$ cat src/rtl/mtm_pkg.sv
// ----------------------------------------------------------------------------
// mtm_pkg
// Shared types, constants and tables for the MUS to MIDI event converter.
// ----------------------------------------------------------------------------
package mtm_pkg;

  localparam int FIFO_DEPTH_DEF = 2;

  localparam int DELTA_W = 28;
  localparam logic [DELTA_W-1:0] DELTA_MAX = 28'hFFF_FFFF;
  localparam logic [7:0] END_BYTE = 8'h60;

  // result status codes
  localparam logic [1:0] ST_DATA  = 2'd0;
  localparam logic [1:0] ST_END   = 2'd1;
  localparam logic [1:0] ST_ERROR = 2'd2;

  // mus event types
  localparam logic [2:0] TY_NOTE_OFF = 3'd0;
  localparam logic [2:0] TY_NOTE_ON  = 3'd1;
  localparam logic [2:0] TY_PITCH    = 3'd2;
  localparam logic [2:0] TY_SYSTEM   = 3'd3;
  localparam logic [2:0] TY_CTRL     = 3'd4;
  localparam logic [2:0] TY_FIRST_BAD = 3'd5;

  // midi status nibbles
  localparam logic [3:0] MIDI_NOTE_OFF = 4'h8;
  localparam logic [3:0] MIDI_NOTE_ON  = 4'h9;
  localparam logic [3:0] MIDI_CTRL     = 4'hB;
  localparam logic [3:0] MIDI_PROG     = 4'hC;
  localparam logic [3:0] MIDI_PITCH    = 4'hE;

  // serializer slots: four delta groups, three event bytes, four end bytes, status
  localparam int NSLOT = 12;
  localparam int SLOT_W = 4;

  typedef struct packed {
    logic               has_evt;
    logic               len3;
    logic               has_end;
    logic               fail;
    logic [7:0]         b0;
    logic [7:0]         b1;
    logic [7:0]         b2;
    logic [DELTA_W-1:0] delta;
  } cmd_t;

  function automatic logic [7:0] ctl_map(input logic [3:0] idx);
    logic [7:0] r;
    case (idx)
      4'd0:    r = 8'd0;
      4'd1:    r = 8'd0;
      4'd2:    r = 8'd1;
      4'd3:    r = 8'd7;
      4'd4:    r = 8'd10;
      4'd5:    r = 8'd11;
      4'd6:    r = 8'd91;
      4'd7:    r = 8'd93;
      4'd8:    r = 8'd64;
      4'd9:    r = 8'd67;
      4'd10:   r = 8'd120;
      4'd11:   r = 8'd123;
      4'd12:   r = 8'd126;
      4'd13:   r = 8'd127;
      4'd14:   r = 8'd121;
      default: r = 8'd0;
    endcase
    return r;
  endfunction

endpackage

$ cat src/rtl/mus_to_midi_event_converter.sv
// ----------------------------------------------------------------------------
// mus_to_midi_event_converter
// Converts a MUS score byte stream into MIDI track body bytes.
//
//   channel  ports                                 handshake
//   input    in_score_byte                         push / full
//   result   out_byte, out_last, out_status        empty / pop
//   config   cfg_wr_data (score length)            cfg_wr_en
//
// one score byte is taken per cycle while the command queue has room
// result bytes leave the serializer at one per cycle while the output is
// free or popped; a command holds the queue head until its last byte is
// loaded, and its first byte reaches the result ports through the queue and then the output register
// reset clears parse state, volume table, queue and the output valid flag
// a stalled pop backs up the queue, then full rises
// ----------------------------------------------------------------------------
module mus_to_midi_event_converter #(
  parameter int FIFO_DEPTH = mtm_pkg::FIFO_DEPTH_DEF
) (
  input  logic        clk,
  input  logic        rst_n,
  input  logic        push,
  output logic        full,
  input  logic [7:0]  in_score_byte,
  output logic        empty,
  input  logic        pop,
  output logic [7:0]  out_byte,
  output logic        out_last,
  output logic [1:0]  out_status,
  input  logic        cfg_wr_en,
  input  logic [15:0] cfg_wr_data
);

  logic [15:0]   score_length_r;
  logic          in_ok;
  logic          cmd_valid, q_full, q_empty, q_pop, out_valid;
  mtm_pkg::cmd_t cmd, q_cmd;

  always_ff @(posedge clk) begin
    if (!rst_n) begin
      score_length_r <= '0;
    end else if (cfg_wr_en) begin
      score_length_r <= cfg_wr_data;
    end
  end

  assign full  = q_full;
  assign in_ok = push && !q_full;
  assign empty = !out_valid;

  mtm_front u_front (
    .clk          (clk),
    .rst_n        (rst_n),
    .score_length (score_length_r),
    .in_valid     (in_ok),
    .in_byte      (in_score_byte),
    .cmd_valid    (cmd_valid),
    .cmd          (cmd)
  );

  mtm_fifo #(
    .DEPTH (FIFO_DEPTH)
  ) u_fifo (
    .clk     (clk),
    .rst_n   (rst_n),
    .wr_en   (cmd_valid),
    .wr_data (cmd),
    .full    (q_full),
    .rd_en   (q_pop),
    .rd_data (q_cmd),
    .empty   (q_empty)
  );

  mtm_back u_back (
    .clk        (clk),
    .rst_n      (rst_n),
    .cmd_valid  (!q_empty),
    .cmd        (q_cmd),
    .cmd_pop    (q_pop),
    .out_valid  (out_valid),
    .out_byte   (out_byte),
    .out_last   (out_last),
    .out_status (out_status),
    .pop        (pop)
  );

  // end and error results close their transaction group
  assert property (@(posedge clk) disable iff (!rst_n)
    (!empty && out_status != mtm_pkg::ST_DATA) |-> out_last)
    else $error("status result not marked last");

  assert property (@(posedge clk) disable iff (!rst_n)
    (!empty && out_status != mtm_pkg::ST_DATA) |-> (out_byte == 8'h00))
    else $error("status result carries data");

  assert property (@(posedge clk) disable iff (!rst_n)
    (!q_empty && !q_cmd.fail) |-> (q_cmd.has_evt || q_cmd.has_end))
    else $error("queued command produces no bytes");

  assert property (@(posedge clk) disable iff (!rst_n)
    cmd_valid |-> $onehot0({cmd.fail, cmd.has_evt | cmd.has_end}))
    else $error("error command mixed with event or end");

endmodule

$ cat src/rtl/mtm_fifo.sv
// ----------------------------------------------------------------------------
// mtm_fifo
// Short command queue between the parser and the byte serializer.
// ----------------------------------------------------------------------------
module mtm_fifo #(
  parameter int DEPTH = mtm_pkg::FIFO_DEPTH_DEF
) (
  input  logic          clk,
  input  logic          rst_n,
  input  logic          wr_en,
  input  mtm_pkg::cmd_t wr_data,
  output logic          full,
  input  logic          rd_en,
  output mtm_pkg::cmd_t rd_data,
  output logic          empty
);

  localparam int AW = (DEPTH > 1) ? $clog2(DEPTH) : 1;
  localparam int CW = $clog2(DEPTH + 1);

  mtm_pkg::cmd_t    mem_r [DEPTH];
  logic [AW-1:0]    wp_r, rp_r;
  logic [CW-1:0]    cnt_r;
  logic             do_wr, do_rd;

  assign full    = (cnt_r == CW'(DEPTH));
  assign empty   = (cnt_r == '0);
  assign rd_data = mem_r[rp_r];
  assign do_wr   = wr_en && !full;
  assign do_rd   = rd_en && !empty;

  always_ff @(posedge clk) begin
    if (do_wr) begin
      mem_r[wp_r] <= wr_data;
    end
  end

  always_ff @(posedge clk) begin
    if (!rst_n) begin
      wp_r  <= '0;
      rp_r  <= '0;
      cnt_r <= '0;
    end else begin
      if (do_wr) begin
        wp_r <= (wp_r == AW'(DEPTH - 1)) ? '0 : wp_r + AW'(1);
      end
      if (do_rd) begin
        rp_r <= (rp_r == AW'(DEPTH - 1)) ? '0 : rp_r + AW'(1);
      end
      if (do_wr && !do_rd) begin
        cnt_r <= cnt_r + CW'(1);
      end else if (do_rd && !do_wr) begin
        cnt_r <= cnt_r - CW'(1);
      end
    end
  end

endmodule

$ cat src/rtl/mtm_front.sv
// ----------------------------------------------------------------------------
// mtm_front
// Score byte parser: tracks event phase, volumes, delays and byte count, and
// issues one command per byte that causes output.
// ----------------------------------------------------------------------------
module mtm_front (
  input  logic          clk,
  input  logic          rst_n,
  input  logic [15:0]   score_length,
  input  logic          in_valid,
  input  logic [7:0]    in_byte,
  output logic          cmd_valid,
  output mtm_pkg::cmd_t cmd
);

  typedef enum logic [2:0] {
    PH_HEADER,
    PH_OP1,
    PH_OP2,
    PH_DELAY,
    PH_ENDED,
    PH_HALTED
  } phase_t;

  localparam int DW = mtm_pkg::DELTA_W;

  phase_t          phase_r, phase_nxt;
  logic [7:0]      hdr_r, hdr_nxt;
  logic [7:0]      first_r, first_nxt;
  logic [7:0]      vol_r [16];
  logic [DW-1:0]   build_r, build_nxt;
  logic [DW-1:0]   pend_r, pend_nxt;
  logic [15:0]     cnt_r, cnt_nxt;

  logic [2:0]      ty;
  logic [3:0]      ch;
  logic [15:0]     cnt_inc;
  logic            vol_we;
  logic            ev, complete, finish;
  logic [DW-1:0]   build_step;
  logic [DW:0]     sum;
  mtm_pkg::cmd_t   c;

  function automatic logic [3:0] midi_ch(input logic [3:0] mc);
    logic [3:0] r;
    if (mc == 4'd15) begin
      r = 4'd9;
    end else if (mc >= 4'd9) begin
      r = mc + 4'd1;
    end else begin
      r = mc;
    end
    return r;
  endfunction

  assign ty      = hdr_r[6:4];
  assign ch      = midi_ch(hdr_r[3:0]);
  assign cnt_inc = (cnt_r == 16'hFFFF) ? cnt_r : cnt_r + 16'd1;

  assign build_step = (build_r > (mtm_pkg::DELTA_MAX >> 7)) ? mtm_pkg::DELTA_MAX
                    : {build_r[DW-8:0], in_byte[6:0]};
  assign sum = {1'b0, pend_r} + {1'b0, build_step};

  always_comb begin
    phase_nxt = phase_r;
    hdr_nxt   = hdr_r;
    first_nxt = first_r;
    build_nxt = build_r;
    pend_nxt  = pend_r;
    cnt_nxt   = cnt_r;
    vol_we    = 1'b0;
    ev        = 1'b0;
    complete  = 1'b0;
    finish    = 1'b0;
    c         = '0;
    c.delta   = pend_r;
    if (in_valid && phase_r != PH_ENDED && phase_r != PH_HALTED) begin
      if (phase_r == PH_HEADER && (cnt_r >= score_length || in_byte == mtm_pkg::END_BYTE)) begin
        c.has_end = 1'b1;
        phase_nxt = PH_ENDED;
      end else begin
        cnt_nxt = cnt_inc;
        case (phase_r)
          PH_HEADER: begin
            hdr_nxt = in_byte;
            if (in_byte[6:4] >= mtm_pkg::TY_FIRST_BAD) begin
              c.fail    = 1'b1;
              phase_nxt = PH_HALTED;
            end else begin
              phase_nxt = PH_OP1;
            end
          end
          PH_OP1: begin
            first_nxt = in_byte;
            case (ty)
              mtm_pkg::TY_NOTE_OFF: begin
                ev       = 1'b1;
                c.b0     = {mtm_pkg::MIDI_NOTE_OFF, ch};
                c.b1     = in_byte;
                c.len3   = 1'b1;
                complete = 1'b1;
              end
              mtm_pkg::TY_NOTE_ON: begin
                if (in_byte[7]) begin
                  phase_nxt = PH_OP2;
                end else begin
                  ev       = 1'b1;
                  c.b0     = {mtm_pkg::MIDI_NOTE_ON, ch};
                  c.b1     = in_byte;
                  c.b2     = vol_r[ch];
                  c.len3   = 1'b1;
                  complete = 1'b1;
                end
              end
              mtm_pkg::TY_PITCH: begin
                ev       = 1'b1;
                c.b0     = {mtm_pkg::MIDI_PITCH, ch};
                c.b2     = {1'b0, in_byte[7:1]};
                c.len3   = 1'b1;
                complete = 1'b1;
              end
              mtm_pkg::TY_SYSTEM: begin
                if (in_byte >= 8'd10 && in_byte <= 8'd14) begin
                  ev       = 1'b1;
                  c.b0     = {mtm_pkg::MIDI_CTRL, ch};
                  c.b1     = mtm_pkg::ctl_map(in_byte[3:0]);
                  c.b2     = 8'd1;
                  c.len3   = 1'b1;
                  complete = 1'b1;
                end else begin
                  c.fail    = 1'b1;
                  phase_nxt = PH_HALTED;
                end
              end
              default: begin
                if (in_byte < 8'd10) begin
                  phase_nxt = PH_OP2;
                end else begin
                  c.fail    = 1'b1;
                  phase_nxt = PH_HALTED;
                end
              end
            endcase
          end
          PH_OP2: begin
            ev       = 1'b1;
            complete = 1'b1;
            if (ty == mtm_pkg::TY_NOTE_ON) begin
              vol_we = 1'b1;
              c.b0   = {mtm_pkg::MIDI_NOTE_ON, ch};
              c.b1   = {1'b0, first_r[6:0]};
              c.b2   = in_byte;
              c.len3 = 1'b1;
            end else if (first_r == 8'd0) begin
              c.b0 = {mtm_pkg::MIDI_PROG, ch};
              c.b1 = in_byte;
            end else begin
              c.b0   = {mtm_pkg::MIDI_CTRL, ch};
              c.b1   = mtm_pkg::ctl_map(first_r[3:0]);
              c.b2   = in_byte;
              c.len3 = 1'b1;
            end
          end
          default: begin
            build_nxt = build_step;
            if (!in_byte[7]) begin
              pend_nxt = sum[DW] ? mtm_pkg::DELTA_MAX : sum[DW-1:0];
              finish   = 1'b1;
            end
          end
        endcase
      end
    end
    if (ev) begin
      c.has_evt = 1'b1;
      pend_nxt  = '0;
    end
    if (complete) begin
      if (hdr_r[7]) begin
        phase_nxt = PH_DELAY;
        build_nxt = '0;
      end else begin
        finish = 1'b1;
      end
    end
    if (finish) begin
      phase_nxt = PH_HEADER;
      if (cnt_inc >= score_length) begin
        c.has_end = 1'b1;
        phase_nxt = PH_ENDED;
      end
    end
  end

  assign cmd       = c;
  assign cmd_valid = c.has_evt || c.has_end || c.fail;

  always_ff @(posedge clk) begin
    if (!rst_n) begin
      phase_r <= PH_HEADER;
      hdr_r   <= '0;
      first_r <= '0;
      build_r <= '0;
      pend_r  <= '0;
      cnt_r   <= '0;
      for (int i = 0; i < 16; i++) begin
        vol_r[i] <= '0;
      end
    end else begin
      phase_r <= phase_nxt;
      hdr_r   <= hdr_nxt;
      first_r <= first_nxt;
      build_r <= build_nxt;
      pend_r  <= pend_nxt;
      cnt_r   <= cnt_nxt;
      if (vol_we) begin
        vol_r[ch] <= in_byte;
      end
    end
  end

endmodule

$ cat src/rtl/mtm_back.sv
// ----------------------------------------------------------------------------
// mtm_back
// Byte serializer: walks the slots of the command at the queue head and
// emits one midi byte per cycle into the output register while it is free or popped.
// ----------------------------------------------------------------------------
module mtm_back (
  input  logic          clk,
  input  logic          rst_n,
  input  logic          cmd_valid,
  input  mtm_pkg::cmd_t cmd,
  output logic          cmd_pop,
  output logic          out_valid,
  output logic [7:0]    out_byte,
  output logic          out_last,
  output logic [1:0]    out_status,
  input  logic          pop
);

  localparam int NS = mtm_pkg::NSLOT;
  localparam int SW = mtm_pkg::SLOT_W;

  logic          out_valid_r;
  logic [7:0]    out_byte_r;
  logic          out_last_r;
  logic [1:0]    out_status_r;
  logic          started_r;
  logic [SW-1:0] pos_r;

  logic [NS-1:0] mask, rest;
  logic [SW-1:0] first_pos, eff_pos, nxt_pos;
  logic          nxt_found, unused_first_found;
  logic          advance, last;
  logic [7:0]    sel_byte;
  logic [1:0]    sel_status;

  function automatic logic [SW:0] lowest(input logic [NS-1:0] m);
    logic [SW:0] r;
    r = '0;
    for (int i = NS - 1; i >= 0; i--) begin
      if (m[i]) begin
        r = {1'b1, SW'(i)};
      end
    end
    return r;
  endfunction

  always_comb begin
    mask[0]  = cmd.has_evt && (cmd.delta[27:21] != '0);
    mask[1]  = cmd.has_evt && (cmd.delta[27:14] != '0);
    mask[2]  = cmd.has_evt && (cmd.delta[27:7] != '0);
    mask[3]  = cmd.has_evt;
    mask[4]  = cmd.has_evt;
    mask[5]  = cmd.has_evt;
    mask[6]  = cmd.has_evt && cmd.len3;
    mask[7]  = cmd.has_end;
    mask[8]  = cmd.has_end;
    mask[9]  = cmd.has_end;
    mask[10] = cmd.has_end;
    mask[11] = cmd.has_end || cmd.fail;
  end

  assign {unused_first_found, first_pos} = lowest(mask);
  assign eff_pos = started_r ? pos_r : first_pos;

  always_comb begin
    for (int i = 0; i < NS; i++) begin
      rest[i] = mask[i] && (SW'(i) > eff_pos);
    end
  end

  assign {nxt_found, nxt_pos} = lowest(rest);
  assign last = !nxt_found;

  always_comb begin
    sel_status = mtm_pkg::ST_DATA;
    case (eff_pos)
      4'd0:    sel_byte = {1'b1, cmd.delta[27:21]};
      4'd1:    sel_byte = {1'b1, cmd.delta[20:14]};
      4'd2:    sel_byte = {1'b1, cmd.delta[13:7]};
      4'd3:    sel_byte = {1'b0, cmd.delta[6:0]};
      4'd4:    sel_byte = cmd.b0;
      4'd5:    sel_byte = cmd.b1;
      4'd6:    sel_byte = cmd.b2;
      4'd7:    sel_byte = 8'h00;
      4'd8:    sel_byte = 8'hFF;
      4'd9:    sel_byte = 8'h2F;
      4'd10:   sel_byte = 8'h00;
      4'd11: begin
        sel_byte   = 8'h00;
        sel_status = cmd.fail ? mtm_pkg::ST_ERROR : mtm_pkg::ST_END;
      end
      default: sel_byte = 8'h00;
    endcase
  end

  assign advance = cmd_valid && (!out_valid_r || pop);
  assign cmd_pop = advance && last;

  always_ff @(posedge clk) begin
    if (!rst_n) begin
      out_valid_r <= 1'b0;
      started_r   <= 1'b0;
      pos_r       <= '0;
    end else begin
      if (advance) begin
        out_valid_r <= 1'b1;
        started_r   <= !last;
        pos_r       <= nxt_pos;
      end else if (pop) begin
        out_valid_r <= 1'b0;
      end
    end
  end

  always_ff @(posedge clk) begin
    if (advance) begin
      out_byte_r   <= sel_byte;
      out_last_r   <= last;
      out_status_r <= sel_status;
    end
  end

  assign out_valid  = out_valid_r;
  assign out_byte   = out_byte_r;
  assign out_last   = out_last_r;
  assign out_status = out_status_r;

endmodule
$ cat config.mk
export PLATFORM = sky130hd
export DESIGN_NAME = mus_to_midi_event_converter
export DESIGN_NICKNAME = d
export VERILOG_FILES = /design/src/rtl/mtm_pkg.sv /design/src/rtl/mus_to_midi_event_converter.sv /design/src/rtl/mtm_fifo.sv /design/src/rtl/mtm_front.sv /design/src/rtl/mtm_back.sv
export SDC_FILE = /design/constraint.sdc
export NUM_CORES = 1
export LEC_CHECK = 0
export BUFFER_PORTS_ARGS = -buffer_cell sky130_fd_sc_hd__buf_2
export CAP_MARGIN = 15
export CORE_AREA = 2 2 203 165
export DETAILED_ROUTE_END_ITERATION = 6
export DIE_AREA = 0 0 205 167
export GPL_ROUTABILITY_DRIVEN = 0
export PLACE_DENSITY = 0.79
export SYNTH_ARGS = -nofsm -noshare
export SYNTH_HDL_FRONTEND = slang
export SYNTH_SLANG_ARGS = --single-unit
$ cat constraint.sdc
create_clock -name clk -period 8.3 [get_ports clk]
set_input_delay 0.415 -clock clk [delete_from_list [all_inputs] [get_ports clk]]
set_output_delay 0.415 -clock clk [all_outputs]
set_load 0.02 [all_outputs]
==> results of run 1 <==
## cell usage after synthesis (7+ instances only)
cell,n
sky130_fd_sc_hd__edfxtp_1,251
sky130_fd_sc_hd__nand2_1,208
sky130_fd_sc_hd__and2_1,132
sky130_fd_sc_hd__dfxtp_1,125
sky130_fd_sc_hd__nor2_1,106
sky130_fd_sc_hd__mux2i_1,86
sky130_fd_sc_hd__ha_1,71
sky130_fd_sc_hd__a21oi_1,64
sky130_fd_sc_hd__clkbuf_1,56
sky130_fd_sc_hd__nand3_1,52
sky130_fd_sc_hd__inv_1,44
sky130_fd_sc_hd__o21ai_0,42
sky130_fd_sc_hd__and3_1,32
sky130_fd_sc_hd__buf_2,30
sky130_fd_sc_hd__nor2b_1,30
sky130_fd_sc_hd__or2_2,29
sky130_fd_sc_hd__nand2b_1,28
sky130_fd_sc_hd__o221a_2,28
sky130_fd_sc_hd__xnor2_1,23
sky130_fd_sc_hd__mux4_2,21
sky130_fd_sc_hd__nor3_1,20
sky130_fd_sc_hd__a21boi_0,19
sky130_fd_sc_hd__a311oi_1,18
sky130_fd_sc_hd__a31oi_1,18
sky130_fd_sc_hd__o211ai_1,17
sky130_fd_sc_hd__o21a_1,16
sky130_fd_sc_hd__xor2_1,16
sky130_fd_sc_hd__nor4_1,15
sky130_fd_sc_hd__nor4_4,15
sky130_fd_sc_hd__a21o_1,13
sky130_fd_sc_hd__a22oi_1,12
sky130_fd_sc_hd__buf_6,12
sky130_fd_sc_hd__nand4_1,9
sky130_fd_sc_hd__o21bai_1,9
sky130_fd_sc_hd__a211oi_1,8
sky130_fd_sc_hd__or3_1,8
sky130_fd_sc_hd__mux2_2,7
sky130_fd_sc_hd__o221ai_1,7
sky130_fd_sc_hd__o31ai_1,7
## kinds of logic (layout without fill, tap and decap cells)
family                     after synthesis  count (layout)
and+or+nand+nor                        719             719
DFF                                    376             376
AOI/OAI and AO/OA                      343             343
buffers and inverters                  154             172
muxes                                  115             115
adders and majority gates               73              73
xor gates and xnor gates                39              39
## per-layer routing
metal	vias to the layer above	track usage, %
met5	-	0
met4	0	8.01
li1	6698	-
met3	97	5.69
met1	6964	39.2
met2	613	43.1
## worst paths after layout
check	start	cells past startpoint	slack (ns)	end
max	u_front.cnt_r[4]	15	3.36	u_fifo.mem_r[1][19]
min	cfg_wr_data[0]	3	0.13	score_length_r[0]
max reg2reg	u_front.cnt_r[4]	15	3.36	u_fifo.mem_r[1][19]
min reg2reg	u_front.first_r[7]	2	0.47	u_front.first_r[7]
## flip-flops by register name, indices dropped and copies added (netlist names), named ones only
name,flops
u_back.out_byte,8
u_back.started_r,1
u_fifo.wp_r,1
u_front.phase_r,3
u_back.out_status,2
score_length_r,16
u_front.hdr_r,8
u_front.cnt_r,16
u_fifo.rp_r,1
u_fifo.cnt_r,2
u_back.out_last,1
u_back.pos_r,4
u_front.vol_r,128
u_front.first_r,8
u_front.build_r,28
u_front.pend_r,28
u_back.out_valid,1
u_fifo.mem_r,112
## power by group
group | internal [mW] | switching (mW) | total (mW)
Sequential | 2.30 | 0.163 | 2.46
Clock | 0.972 | 0.715 | 1.69
Combinational | 0.592 | 1.15 | 1.74
Total | 3.86 | 2.02 | 5.89
## per-stage QoR
step,setup WS [ns],hold WS [ns],cells
5_1_grt,2.94,0.140,2264
2_1_floorplan,2.19,0.428,1819
6_report,3.36,0.128,2264
3_5_place_dp,3.48,0.469,2194
4_1_cts,3.42,0.114,2264
3_3_place_gp,3.70,0.448,2194
## area by class of cell
| class | instances | share of cell area [%] |
|---|---|---|
| timing repair buffer | 57 | 1.51 |
| sequential | 376 | 46.6 |
| clock buffer | 54 | 5.19 |
| tap | 427 | 2.48 |
| inverter | 45 | 0.785 |
| clock inverter | 16 | 0.512 |
| multi-input combinational | 1289 | 42.9 |
## worst register-to-register path: stages (launching register included)
cell	delay [ns]
sky130_fd_sc_hd__dfxtp_1	0.47
sky130_fd_sc_hd__nand4_1	0.27
sky130_fd_sc_hd__nor3_1	0.36
sky130_fd_sc_hd__and4_1	0.36
sky130_fd_sc_hd__nand3_1	0.34
sky130_fd_sc_hd__nand2_1	0.47
sky130_fd_sc_hd__xnor2_1	0.15
sky130_fd_sc_hd__ha_1	0.29
sky130_fd_sc_hd__nand2_1	0.06
sky130_fd_sc_hd__o31ai_1	0.23
sky130_fd_sc_hd__a2111oi_0	0.16
sky130_fd_sc_hd__o21ai_0	0.31
sky130_fd_sc_hd__nand2_1	0.16
sky130_fd_sc_hd__nand3_1	0.16
sky130_fd_sc_hd__and2_2	0.16
sky130_fd_sc_hd__buf_4	0.56
==> impl_results.html, run 1 <==
<table>
<tr><th>Metric</th><th>Value</th></tr>
<tr><th colspan="2">Outcome</th></tr>
<tr><td>Outcome</td><td>finished clean</td></tr>
<tr><th colspan="2">Routing</th></tr>
<tr><td>Mean routed wirelength per cell</td><td>20.7 um</td></tr>
<tr><td>Via-per-instance ratio</td><td>6.35</td></tr>
<tr><td>Post-route DRC</td><td>0</td></tr>
<tr><td>Routed WL</td><td>46800 um</td></tr>
<tr><td>Top routing layer used</td><td>met4</td></tr>
<tr><td>Routed wl met2</td><td>21600 um</td></tr>
<tr><td>Met1 routed wirelength after detailed routing</td><td>20400 um</td></tr>
<tr><td>Detailed Route Iter0 Violations</td><td>1628</td></tr>
<tr><td>Count of antenna-violating nets left after detailed routing</td><td>0</td></tr>
<tr><td>Met3 WL post-DR</td><td>3810 um</td></tr>
<tr><td>Drt first pass iters</td><td>5</td></tr>
<tr><td>Routed via count</td><td>14400</td></tr>
<tr><th colspan="2">Clock tree</th></tr>
<tr><td>Cell chosen for the clock root</td><td>sky130_fd_sc_hd__clkbuf_16</td></tr>
<tr><td>Clock Pin Slew Worst Setup and Hold Paths</td><td>0.06 ns</td></tr>
<tr><td>Clock latency of the later-clocked register in the worst-skew pair</td><td>0.55 ns</td></tr>
<tr><td>Buffer levels on the longest clock path</td><td>3</td></tr>
<tr><td>Number of buffers inserted by post-CTS setup repair</td><td>0</td></tr>
<tr><td>Clock tree from TritonCTS</td><td>built</td></tr>
<tr><td># clock sinks</td><td>376</td></tr>
<tr><td>Post-CTS sizing</td><td>0</td></tr>
<tr><td># H-tree levels</td><td>2</td></tr>
<tr><td>Number of hold buffers added after cts</td><td>0</td></tr>
<tr><td>Cts bufs inserted</td><td>39</td></tr>
<tr><th colspan="2">Global route</th></tr>
<tr><td>Global-route usage over all layers</td><td>27.6%</td></tr>
<tr><td>Initial antenna violation count</td><td>0</td></tr>
<tr><td>Maximum number of pins on one net before global-route repair</td><td>72</td></tr>
<tr><td>Grt ovf</td><td>0</td></tr>
<tr><td>Number of global-route vias before repair</td><td>13700</td></tr>
<tr><td>Global-route wire length before repair</td><td>74200 um</td></tr>
<tr><th colspan="2">STA</th></tr>
<tr><td>FMAX</td><td>203 MHz</td></tr>
<tr><td>Worst Tran Pin Value</td><td>1.13 ns</td></tr>
<tr><td>Final count of negative-setup-slack endpoints</td><td>0</td></tr>
<tr><td>Final number of hold-violating endpoints</td><td>0</td></tr>
<tr><td>Post-Route Skew</td><td>0.0106 ns</td></tr>
<tr><td>Setup Total Neg Slack</td><td>0 ns</td></tr>
<tr><td>Setup repair after global routing missed its margin</td><td>no</td></tr>
<tr><td>Final period demand of the worst path</td><td>4.94 ns</td></tr>
<tr><td>Number of slew-limit violations in the final report</td><td>0</td></tr>
<tr><td>Remaining max-slew budget at the tightest pin</td><td>24.8%</td></tr>
<tr><td>Post-route clock period utilization</td><td>59.5%</td></tr>
<tr><th colspan="2">Floorplanning</th></tr>
<tr><td>Site Rows</td><td>59</td></tr>
<tr><td>Number of primary I/O pins</td><td>42</td></tr>
<tr><td>Die width</td><td>205 um</td></tr>
<tr><td>Floorplan die area</td><td>0.0342 mm2</td></tr>
<tr><td>Core area</td><td>0.0322 mm2</td></tr>
<tr><td>Starting density of the core</td><td>62.1%</td></tr>
<tr><td>Die Y-Extent</td><td>167 um</td></tr>
<tr><th colspan="2">Synth</th></tr>
<tr><td>Main combinational cell family by area after synthesis</td><td>simple AND/OR/NAND/NOR gates</td></tr>
<tr><td>Synth Area in Adders</td><td>4.60%</td></tr>
<tr><td>Complex-gate fraction of the synthesized area</td><td>12.7%</td></tr>
<tr><td>Number of enable-type register cells in the synthesized netlist</td><td>251</td></tr>
<tr><td>Synthesized instance count</td><td>1819</td></tr>
<tr><td>Multiplexer share of the synthesized area</td><td>7.20%</td></tr>
<tr><td>Leading post-synthesis cells by cell area</td><td>sky130_fd_sc_hd__edfxtp_1, sky130_fd_sc_hd__dfxtp_1, sky130_fd_sc_hd__ha_1</td></tr>
<tr><td>Sequential fraction of the synthesis area</td><td>50.3%</td></tr>
<tr><td>Post-synthesis area per instance</td><td>11.0 um2</td></tr>
<tr><td>Top_reg_cell synth</td><td>sky130_fd_sc_hd__edfxtp_1</td></tr>
<tr><td>Post-synth ARST share</td><td>0%</td></tr>
<tr><td>Post-synthesis xor/xnor area fraction</td><td>1.71%</td></tr>
<tr><td>Share of Yosys cell area claimed by the top area cell type</td><td>37.7%</td></tr>
<tr><td>Synth Net Count</td><td>1920</td></tr>
<tr><td>Post-synthesis instance area</td><td>0.0200 mm2</td></tr>
<tr><td>Number of synthesis warnings</td><td>0</td></tr>
<tr><td>Top cell type by total area after synthesis</td><td>sky130_fd_sc_hd__edfxtp_1</td></tr>
<tr><td>Flops &amp; latches, synth</td><td>376</td></tr>
<tr><td>Simple-gate share of the synthesized area</td><td>19.8%</td></tr>
<tr><td>Count of cell types in the netlist</td><td>94</td></tr>
<tr><th colspan="2">Worst setup path</th></tr>
<tr><td>Count of buffering cells on the critical path with inverters included</td><td>1</td></tr>
<tr><td>Worst path cell trace</td><td>nand4_1 -&gt; nor3_1 -&gt; and4_1 -&gt; nand3_1 -&gt; nand2_1 -&gt; xnor2_1 -&gt; ha_1 -&gt; nand2_1 -&gt; o31ai_1 -&gt; a2111oi_0 -&gt; o21ai_0 -&gt; nand2_1 -&gt; nand3_1 -&gt; and2_2 -&gt; buf_4</td></tr>
<tr><td>Critical path's top delay family</td><td>simple AND/OR/NAND/NOR gates</td></tr>
<tr><td>Required time at the worst-slack endpoint</td><td>8.47 ns</td></tr>
<tr><td>Slowest cell delay on critical path</td><td>0.56 ns</td></tr>
<tr><td>Sort of element at the end of the critical path</td><td>flip-flop</td></tr>
<tr><td>Cell type of the slowest stage on the worst timing path</td><td>sky130_fd_sc_hd__buf_4</td></tr>
<tr><td>Crit path launch type</td><td>flip-flop</td></tr>
<tr><td>Worst setup path category</td><td>reg2reg</td></tr>
<tr><td>Most prevalent standard cell on the critical path</td><td>sky130_fd_sc_hd__nand2_1</td></tr>
<tr><td>Arrival time at the worst endpoint</td><td>5.11 ns</td></tr>
<tr><td>Worst-path fanout max</td><td>56</td></tr>
<tr><th colspan="2">Cells and area</th></tr>
<tr><td>Combined area of the multi-input logic cells</td><td>0.00923 mm2</td></tr>
<tr><td># fillers</td><td>2400</td></tr>
<tr><td>Final core utilization</td><td>66.9%</td></tr>
<tr><td>Post-route standard cell area excluding fillers</td><td>0.0215 mm2</td></tr>
<tr><td>Sequential standard cell area</td><td>0.0100 mm2</td></tr>
<tr><td>Fraction of layout instances using a drive strength above 1</td><td>13.5%</td></tr>
<tr><td>Most used cells in the layout excluding fill and tap cells</td><td>sky130_fd_sc_hd__edfxtp_1, sky130_fd_sc_hd__nand2_1, sky130_fd_sc_hd__and2_1</td></tr>
<tr><td>Commonest non-fill, non-tap cell in the layout</td><td>sky130_fd_sc_hd__edfxtp_1</td></tr>
<tr><td>Growth of design area from synthesis to finish</td><td>7.75%</td></tr>
<tr><td>Number of antenna diodes</td><td>0</td></tr>
<tr><td>Final layout net count</td><td>1909</td></tr>
<tr><th colspan="2">Placed design</th></tr>
<tr><td>Input/output buffers</td><td>41</td></tr>
<tr><td>Hpwl dp</td><td>31800 um</td></tr>
<tr><td>Area of placed instances</td><td>0.0203 mm2</td></tr>
<tr><th colspan="2">Min path</th></tr>
<tr><td>Tightest Hold Check Type</td><td>in2reg</td></tr>
<tr><th colspan="2">Pwr</th></tr>
<tr><td>Power density relative to cell area</td><td>273 mW/mm2</td></tr>
<tr><td>Max rail drop VDD</td><td>0.198 mV</td></tr>
<tr><td>Final total power</td><td>5.89 mW</td></tr>
<tr><td>Static Leakage</td><td>8.03 nW</td></tr>
<tr><th colspan="2">Run</th></tr>
<tr><td>Max-capacitance violation count</td><td>0</td></tr>
</table>
No activity file was read; power rests on OpenSTA's default activity.
==> run 2: changes to the inputs <==
- ABC_AREA: not set -> 1
- CORE_AREA: 2 2 203 165 -> 2 2 208 169
- DIE_AREA: 0 0 205 167 -> 0 0 210 171
- PLACE_DENSITY: 0.79 -> 0.76
- clock period: 8.3 -> 4.4 ns (I/O delays scaled with it)
==> impl_results.html, run 2 <==
<table>
<tr><th>Metric</th><th>Value</th></tr>
<tr><th colspan="2">Min path</th></tr>
<tr><td>Hold EP</td><td>u_back.out_valid (was score_length_r[0])</td></tr>
<tr><td>Tightest Hold Check Type</td><td>in2reg (unchanged)</td></tr>
<tr><td>Hold path cells</td><td>4 (was 3)</td></tr>
<tr><td>Hold_sp</td><td>pop (was cfg_wr_data[0])</td></tr>
<tr><th colspan="2">Routing</th></tr>
<tr><td>Routed via count</td><td>16100 (was 14400)</td></tr>
<tr><td>Routed WL</td><td>50500 um (was 46800 um)</td></tr>
<tr><td>Post-route DRC</td><td>0 (unchanged)</td></tr>
<tr><td>Count of antenna-violating nets left after detailed routing</td><td>0 (unchanged)</td></tr>
<tr><td>Via-per-instance ratio</td><td>5.96 (was 6.35)</td></tr>
<tr><td>Mean routed wirelength per cell</td><td>18.7 um (was 20.7 um)</td></tr>
<tr><td>Detailed Route Iter0 Violations</td><td>1988 (was 1628)</td></tr>
<tr><td>Drt first pass iters</td><td>6 (was 5)</td></tr>
<tr><th colspan="2">Cells and area</th></tr>
<tr><td>Combined area of the multi-input logic cells</td><td>0.00792 mm2 (was 0.00923 mm2)</td></tr>
<tr><td>Largest reg by FF count</td><td>u_front.vol_r (unchanged)</td></tr>
<tr><td>Post-route standard cell area excluding fillers</td><td>0.0214 mm2 (was 0.0215 mm2)</td></tr>
<tr><td>Most used cells in the layout excluding fill and tap cells</td><td>sky130_fd_sc_hd__nand2_1, sky130_fd_sc_hd__nor2_1, sky130_fd_sc_hd__edfxtp_1 (was sky130_fd_sc_hd__edfxtp_1, sky130_fd_sc_hd__nand2_1, sky130_fd_sc_hd__and2_1)</td></tr>
<tr><td>Leading registers by flop count</td><td>u_front.vol_r: 128 flops, u_fifo.mem_r: 112 flops (unchanged)</td></tr>
<tr><td>Fraction of layout instances using a drive strength above 1</td><td>11.8% (was 13.5%)</td></tr>
<tr><td>Final layout net count</td><td>2327 (was 1909)</td></tr>
<tr><td>Growth of design area from synthesis to finish</td><td>11.6% (was 7.75%)</td></tr>
<tr><td>Commonest non-fill, non-tap cell in the layout</td><td>sky130_fd_sc_hd__nand2_1 (was sky130_fd_sc_hd__edfxtp_1)</td></tr>
<tr><td>Number of flip-flops under the largest register name</td><td>128 (unchanged)</td></tr>
<tr><td>Sequential standard cell area</td><td>0.0100 mm2 (about the same)</td></tr>
<tr><td># fillers</td><td>2740 (was 2400)</td></tr>
<tr><th colspan="2">Synth</th></tr>
<tr><td>Most frequent cell after synthesis</td><td>sky130_fd_sc_hd__nand2_1 (was sky130_fd_sc_hd__edfxtp_1)</td></tr>
<tr><td>Number of enable-type register cells in the synthesized netlist</td><td>251 (unchanged)</td></tr>
<tr><td>Main combinational cell family by area after synthesis</td><td>simple AND/OR/NAND/NOR gates (unchanged)</td></tr>
<tr><td>Post-synthesis area per instance</td><td>8.80 um2 (was 11.0 um2)</td></tr>
<tr><td>Synthesized instance count</td><td>2178 (was 1819)</td></tr>
<tr><td>Share of Yosys cell area claimed by the top area cell type</td><td>39.3% (was 37.7%)</td></tr>
<tr><td>Count of cell types in the netlist</td><td>60 (was 94)</td></tr>
<tr><td>Post-synthesis xor/xnor area fraction</td><td>1.01% (was 1.71%)</td></tr>
<tr><td>Simple-gate share of the synthesized area</td><td>20.3% (was 19.8%)</td></tr>
<tr><td>Synth Area in Adders</td><td>4.81% (was 4.60%)</td></tr>
<tr><td>Top cell type by total area after synthesis</td><td>sky130_fd_sc_hd__edfxtp_1 (unchanged)</td></tr>
<tr><td>Post-synthesis instance area</td><td>0.0192 mm2 (was 0.0200 mm2)</td></tr>
<tr><td>Synth Net Count</td><td>2280 (was 1920)</td></tr>
<tr><td>Post-synth ARST share</td><td>0% (unchanged)</td></tr>
<tr><td>Commonest cells post-synth</td><td>sky130_fd_sc_hd__nand2_1, sky130_fd_sc_hd__nor2_1, sky130_fd_sc_hd__edfxtp_1, sky130_fd_sc_hd__inv_1, sky130_fd_sc_hd__a21oi_1 (was sky130_fd_sc_hd__edfxtp_1, sky130_fd_sc_hd__nand2_1, sky130_fd_sc_hd__and2_1, sky130_fd_sc_hd__dfxtp_1, sky130_fd_sc_hd__nor2_1)</td></tr>
<tr><td>Sequential fraction of the synthesis area</td><td>52.4% (was 50.3%)</td></tr>
<tr><td>Leading post-synthesis cells by cell area</td><td>sky130_fd_sc_hd__edfxtp_1, sky130_fd_sc_hd__dfxtp_1, sky130_fd_sc_hd__nand2_1 (was sky130_fd_sc_hd__edfxtp_1, sky130_fd_sc_hd__dfxtp_1, sky130_fd_sc_hd__ha_1)</td></tr>
<tr><td>Multiplexer share of the synthesized area</td><td>0% (was 7.20%)</td></tr>
<tr><td>Complex-gate fraction of the synthesized area</td><td>14.9% (was 12.7%)</td></tr>
<tr><td>Top_reg_cell synth</td><td>sky130_fd_sc_hd__edfxtp_1 (unchanged)</td></tr>
<tr><td>Number of synthesis warnings</td><td>0 (unchanged)</td></tr>
<tr><td>Flops &amp; latches, synth</td><td>376 (unchanged)</td></tr>
<tr><th colspan="2">Clock tree</th></tr>
<tr><td>Cts bufs inserted</td><td>38 (was 39)</td></tr>
<tr><td>Cell chosen for the clock root</td><td>sky130_fd_sc_hd__clkbuf_16 (unchanged)</td></tr>
<tr><td>Buffer levels on the longest clock path</td><td>3 (unchanged)</td></tr>
<tr><td># H-tree levels</td><td>2 (unchanged)</td></tr>
<tr><td>Clock tree from TritonCTS</td><td>built (unchanged)</td></tr>
<tr><td>Clock latency of the later-clocked register in the worst-skew pair</td><td>0.54 ns (was 0.55 ns)</td></tr>
<tr><td>Clock Pin Slew Worst Setup and Hold Paths</td><td>0.06 ns (about the same)</td></tr>
<tr><td># clock sinks</td><td>376 (unchanged)</td></tr>
<tr><th colspan="2">Worst setup path</th></tr>
<tr><td>Required time at the worst-slack endpoint</td><td>4.82 ns (was 8.47 ns)</td></tr>
<tr><td>Launch instance of the worst register-to-register path</td><td>u_front.cnt_r[5] (was u_front.cnt_r[4])</td></tr>
<tr><td>Sort of element at the end of the critical path</td><td>flip-flop (unchanged)</td></tr>
<tr><td>Instance count on the critical path</td><td>25 (was 15)</td></tr>
<tr><td>Slowest cell delay on critical path</td><td>0.37 ns (was 0.56 ns)</td></tr>
<tr><td>Worst setup path category</td><td>reg2reg (unchanged)</td></tr>
<tr><td>Count of buffering cells on the critical path with inverters included</td><td>4 (was 1)</td></tr>
<tr><td>Setup slack, reg-to-reg</td><td>0.22 ns (was 3.36 ns)</td></tr>
<tr><td>Crit path launch type</td><td>flip-flop (unchanged)</td></tr>
<tr><td>Critical path's top delay family</td><td>simple AND/OR/NAND/NOR gates (unchanged)</td></tr>
<tr><td>Capture point of the worst reg-to-reg path</td><td>u_fifo.cnt_r[1] (was u_fifo.mem_r[1][19])</td></tr>
<tr><td>Most prevalent standard cell on the critical path</td><td>sky130_fd_sc_hd__nand2_1 (unchanged)</td></tr>
<tr><td>Arrival time at the worst endpoint</td><td>4.60 ns (was 5.11 ns)</td></tr>
<tr><td>R2R depth</td><td>25 (was 15)</td></tr>
<tr><td>Cell type of the slowest stage on the worst timing path</td><td>sky130_fd_sc_hd__dfxtp_2 (was sky130_fd_sc_hd__buf_4)</td></tr>
<tr><td>Worst-path fanout max</td><td>6 (was 56)</td></tr>
<tr><th colspan="2">Floorplanning</th></tr>
<tr><td>Site Rows</td><td>61 (was 59)</td></tr>
<tr><td>Starting density of the core</td><td>56.2% (was 62.1%)</td></tr>
<tr><td>Die width</td><td>210 um (was 205 um)</td></tr>
<tr><td>Core area</td><td>0.0341 mm2 (was 0.0322 mm2)</td></tr>
<tr><td>Number of primary I/O pins</td><td>42 (unchanged)</td></tr>
<tr><td>Die Y-Extent</td><td>171 um (was 167 um)</td></tr>
<tr><td>Floorplan die area</td><td>0.0359 mm2 (was 0.0342 mm2)</td></tr>
<tr><th colspan="2">Run</th></tr>
<tr><td>Max-capacitance violation count</td><td>0 (unchanged)</td></tr>
<tr><th colspan="2">Global route</th></tr>
<tr><td>Maximum number of pins on one net before global-route repair</td><td>73 (was 72)</td></tr>
<tr><td>Grt ovf</td><td>0 (unchanged)</td></tr>
<tr><td>Number of global-route vias before repair</td><td>14700 (was 13700)</td></tr>
<tr><td>Global-route usage over all layers</td><td>27.8% (was 27.6%)</td></tr>
<tr><td>Initial antenna violation count</td><td>1 (was 0)</td></tr>
<tr><td>Global-route wire length before repair</td><td>78800 um (was 74200 um)</td></tr>
<tr><th colspan="2">STA</th></tr>
<tr><td>Worst Tran Pin Value</td><td>1.05 ns (was 1.13 ns)</td></tr>
<tr><td>Number of slew-limit violations in the final report</td><td>0 (unchanged)</td></tr>
<tr><td>Post-route clock period utilization</td><td>95.0% (was 59.5%)</td></tr>
<tr><td>Final number of hold-violating endpoints</td><td>0 (unchanged)</td></tr>
<tr><td>Remaining max-slew budget at the tightest pin</td><td>30.0% (was 24.8%)</td></tr>
<tr><td>Final count of negative-setup-slack endpoints</td><td>0 (unchanged)</td></tr>
<tr><td>Worst hold slack across all endpoints</td><td>0.0148 ns (was 0.128 ns)</td></tr>
<tr><td>Post-Route Skew</td><td>0.0137 ns (was 0.0106 ns)</td></tr>
<tr><td>Final period demand of the worst path</td><td>4.18 ns (was 4.94 ns)</td></tr>
<tr><td>FMAX</td><td>239 MHz (was 203 MHz)</td></tr>
<tr><th colspan="2">Placed design</th></tr>
<tr><td>Area of placed instances</td><td>0.0198 mm2 (was 0.0203 mm2)</td></tr>
<tr><td>Hpwl dp</td><td>34900 um (was 31800 um)</td></tr>
<tr><td>Input/output buffers</td><td>41 (unchanged)</td></tr>
<tr><th colspan="2">Pwr</th></tr>
<tr><td>Max rail drop VDD</td><td>0.462 mV (was 0.198 mV)</td></tr>
<tr><td>Power density relative to cell area</td><td>773 mW/mm2 (was 273 mW/mm2)</td></tr>
<tr><td>Static Leakage</td><td>8.70 nW (was 8.03 nW)</td></tr>
<tr><td>Final total power</td><td>16.5 mW (was 5.89 mW)</td></tr>
<tr><th colspan="2">Outcome</th></tr>
<tr><td>Outcome</td><td>finished clean (unchanged)</td></tr>
</table>
run 2: cell types whose count changed after synthesis, moves of 21 or more:
cell / previous run / this run
sky130_fd_sc_hd__a211oi_1: 8 / 31
sky130_fd_sc_hd__nor2b_1: 30 / 0
sky130_fd_sc_hd__a21oi_1: 64 / 160
sky130_fd_sc_hd__and3_1: 32 / 1
sky130_fd_sc_hd__o21ai_0: 42 / 153
sky130_fd_sc_hd__inv_1: 44 / 218
sky130_fd_sc_hd__o221a_2: 28 / 0
sky130_fd_sc_hd__mux4_2: 21 / 0
sky130_fd_sc_hd__mux2i_1: 86 / 0
sky130_fd_sc_hd__nand2b_1: 28 / 0
sky130_fd_sc_hd__nand2_1: 208 / 392
sky130_fd_sc_hd__and2_1: 132 / 0
sky130_fd_sc_hd__or2_2: 29 / 57
sky130_fd_sc_hd__nor2_1: 106 / 303
run 2: layer usage:
metal	vias up	track usage, %	wire, um
li1	7563	-	-
met1	7499	40.4	21900
met2	870	41.8	21700
met3	133	6.13	5630
met4	0	8.29	1330
met5	-	0	0
run 2: repair_timing:
action | 4_1_cts | 5_1_grt
hold buffers | 16 | 0
endpoints found under the setup margin | 1 | 114
pin swaps | 0 | 4
gates resized for setup | 1 | 11
setup buffers | 0 | 3
hold endpoints to repair | 15 | 0
run 2: power breakdown:
part / internal (mW) / total [mW] / switching, mW
combinational: 2.48 / 7.95 / 5.47
clock: 2.04 / 3.43 / 1.39
sequential: 4.75 / 5.14 / 0.385
total: 9.27 / 16.5 / 7.25
run 2: how the worst max path moves through the flow:
stage	to	startpoint
4_1_cts	u_fifo.cnt_r[1]	u_front.cnt_r[5]
2_1_floorplan	u_fifo.mem_r[1][0]	u_front.cnt_r[1]
3_3_place_gp	u_fifo.cnt_r[1]	u_front.cnt_r[1]
5_1_grt	u_fifo.cnt_r[1]	u_front.cnt_r[5]
3_5_place_dp	u_fifo.cnt_r[1]	u_front.cnt_r[1]
6_report	u_fifo.cnt_r[1]	u_front.cnt_r[5]
run 2: logic make-up (layout without fill, tap and decap cells):
kind of cell             count (synthesis)  count (layout)
other                                    0               1
adder cells (fa/ha/maj)                 73              73
flip-flops                             376             376
buffers and inverters                  320             396
AO/OA/AOI/OAI                          488             488
XOR/XNOR                                22              22
AND/OR/NAND/NOR                        899             899
run 2: per-stage QoR:
step	worst slack, ns	setup TNS [ns]	instances	util (%)
finish	0.220	0	2696	62.7
global route	-0.0977	-0.0977	2696	62.7
CTS	0.00612	0	2692	62.5
detailed placement	-0.0535	-0.0535	2607	58.1
global placement	0.113	0	2607	58.1
floorplan	0.531	0	2178	-
run 2: layout make-up:
class | instances | area share, %
flip-flops and latches | 376 | 47.0
multi-input cells | 1482 | 37.1
clock buffers | 41 | 4.60
inverters | 235 | 4.13
repair buffers | 92 | 3.11
well taps | 441 | 2.58
clock inverters | 28 | 1.53
diodes | 1 | 0.0117
run 2: worst reg2reg max path, stage by stage, from the launching register on:
cell                       delay (ns)
sky130_fd_sc_hd__dfxtp_2         0.37
sky130_fd_sc_hd__nand2_1         0.07
sky130_fd_sc_hd__inv_1           0.11
sky130_fd_sc_hd__nand4_1         0.22
sky130_fd_sc_hd__nor4_4          0.31
sky130_fd_sc_hd__nand2_1         0.10
sky130_fd_sc_hd__inv_1           0.12
sky130_fd_sc_hd__nand2_2         0.13
sky130_fd_sc_hd__inv_2           0.13
sky130_fd_sc_hd__nor3_1          0.06
sky130_fd_sc_hd__nand2_1         0.09
sky130_fd_sc_hd__xor2_1          0.28
sky130_fd_sc_hd__ha_1            0.29
sky130_fd_sc_hd__nand4_1         0.12
sky130_fd_sc_hd__o221ai_1        0.14
sky130_fd_sc_hd__nand2_1         0.10
sky130_fd_sc_hd__o311ai_2        0.14
sky130_fd_sc_hd__nand2_1         0.11
sky130_fd_sc_hd__nand2_1         0.11
sky130_fd_sc_hd__nor3_4          0.20
sky130_fd_sc_hd__inv_1           0.09
sky130_fd_sc_hd__ha_1            0.31
sky130_fd_sc_hd__a21oi_1         0.12
sky130_fd_sc_hd__o21ai_0         0.11
sky130_fd_sc_hd__o21ai_0         0.16
sky130_fd_sc_hd__a21oi_1         0.05
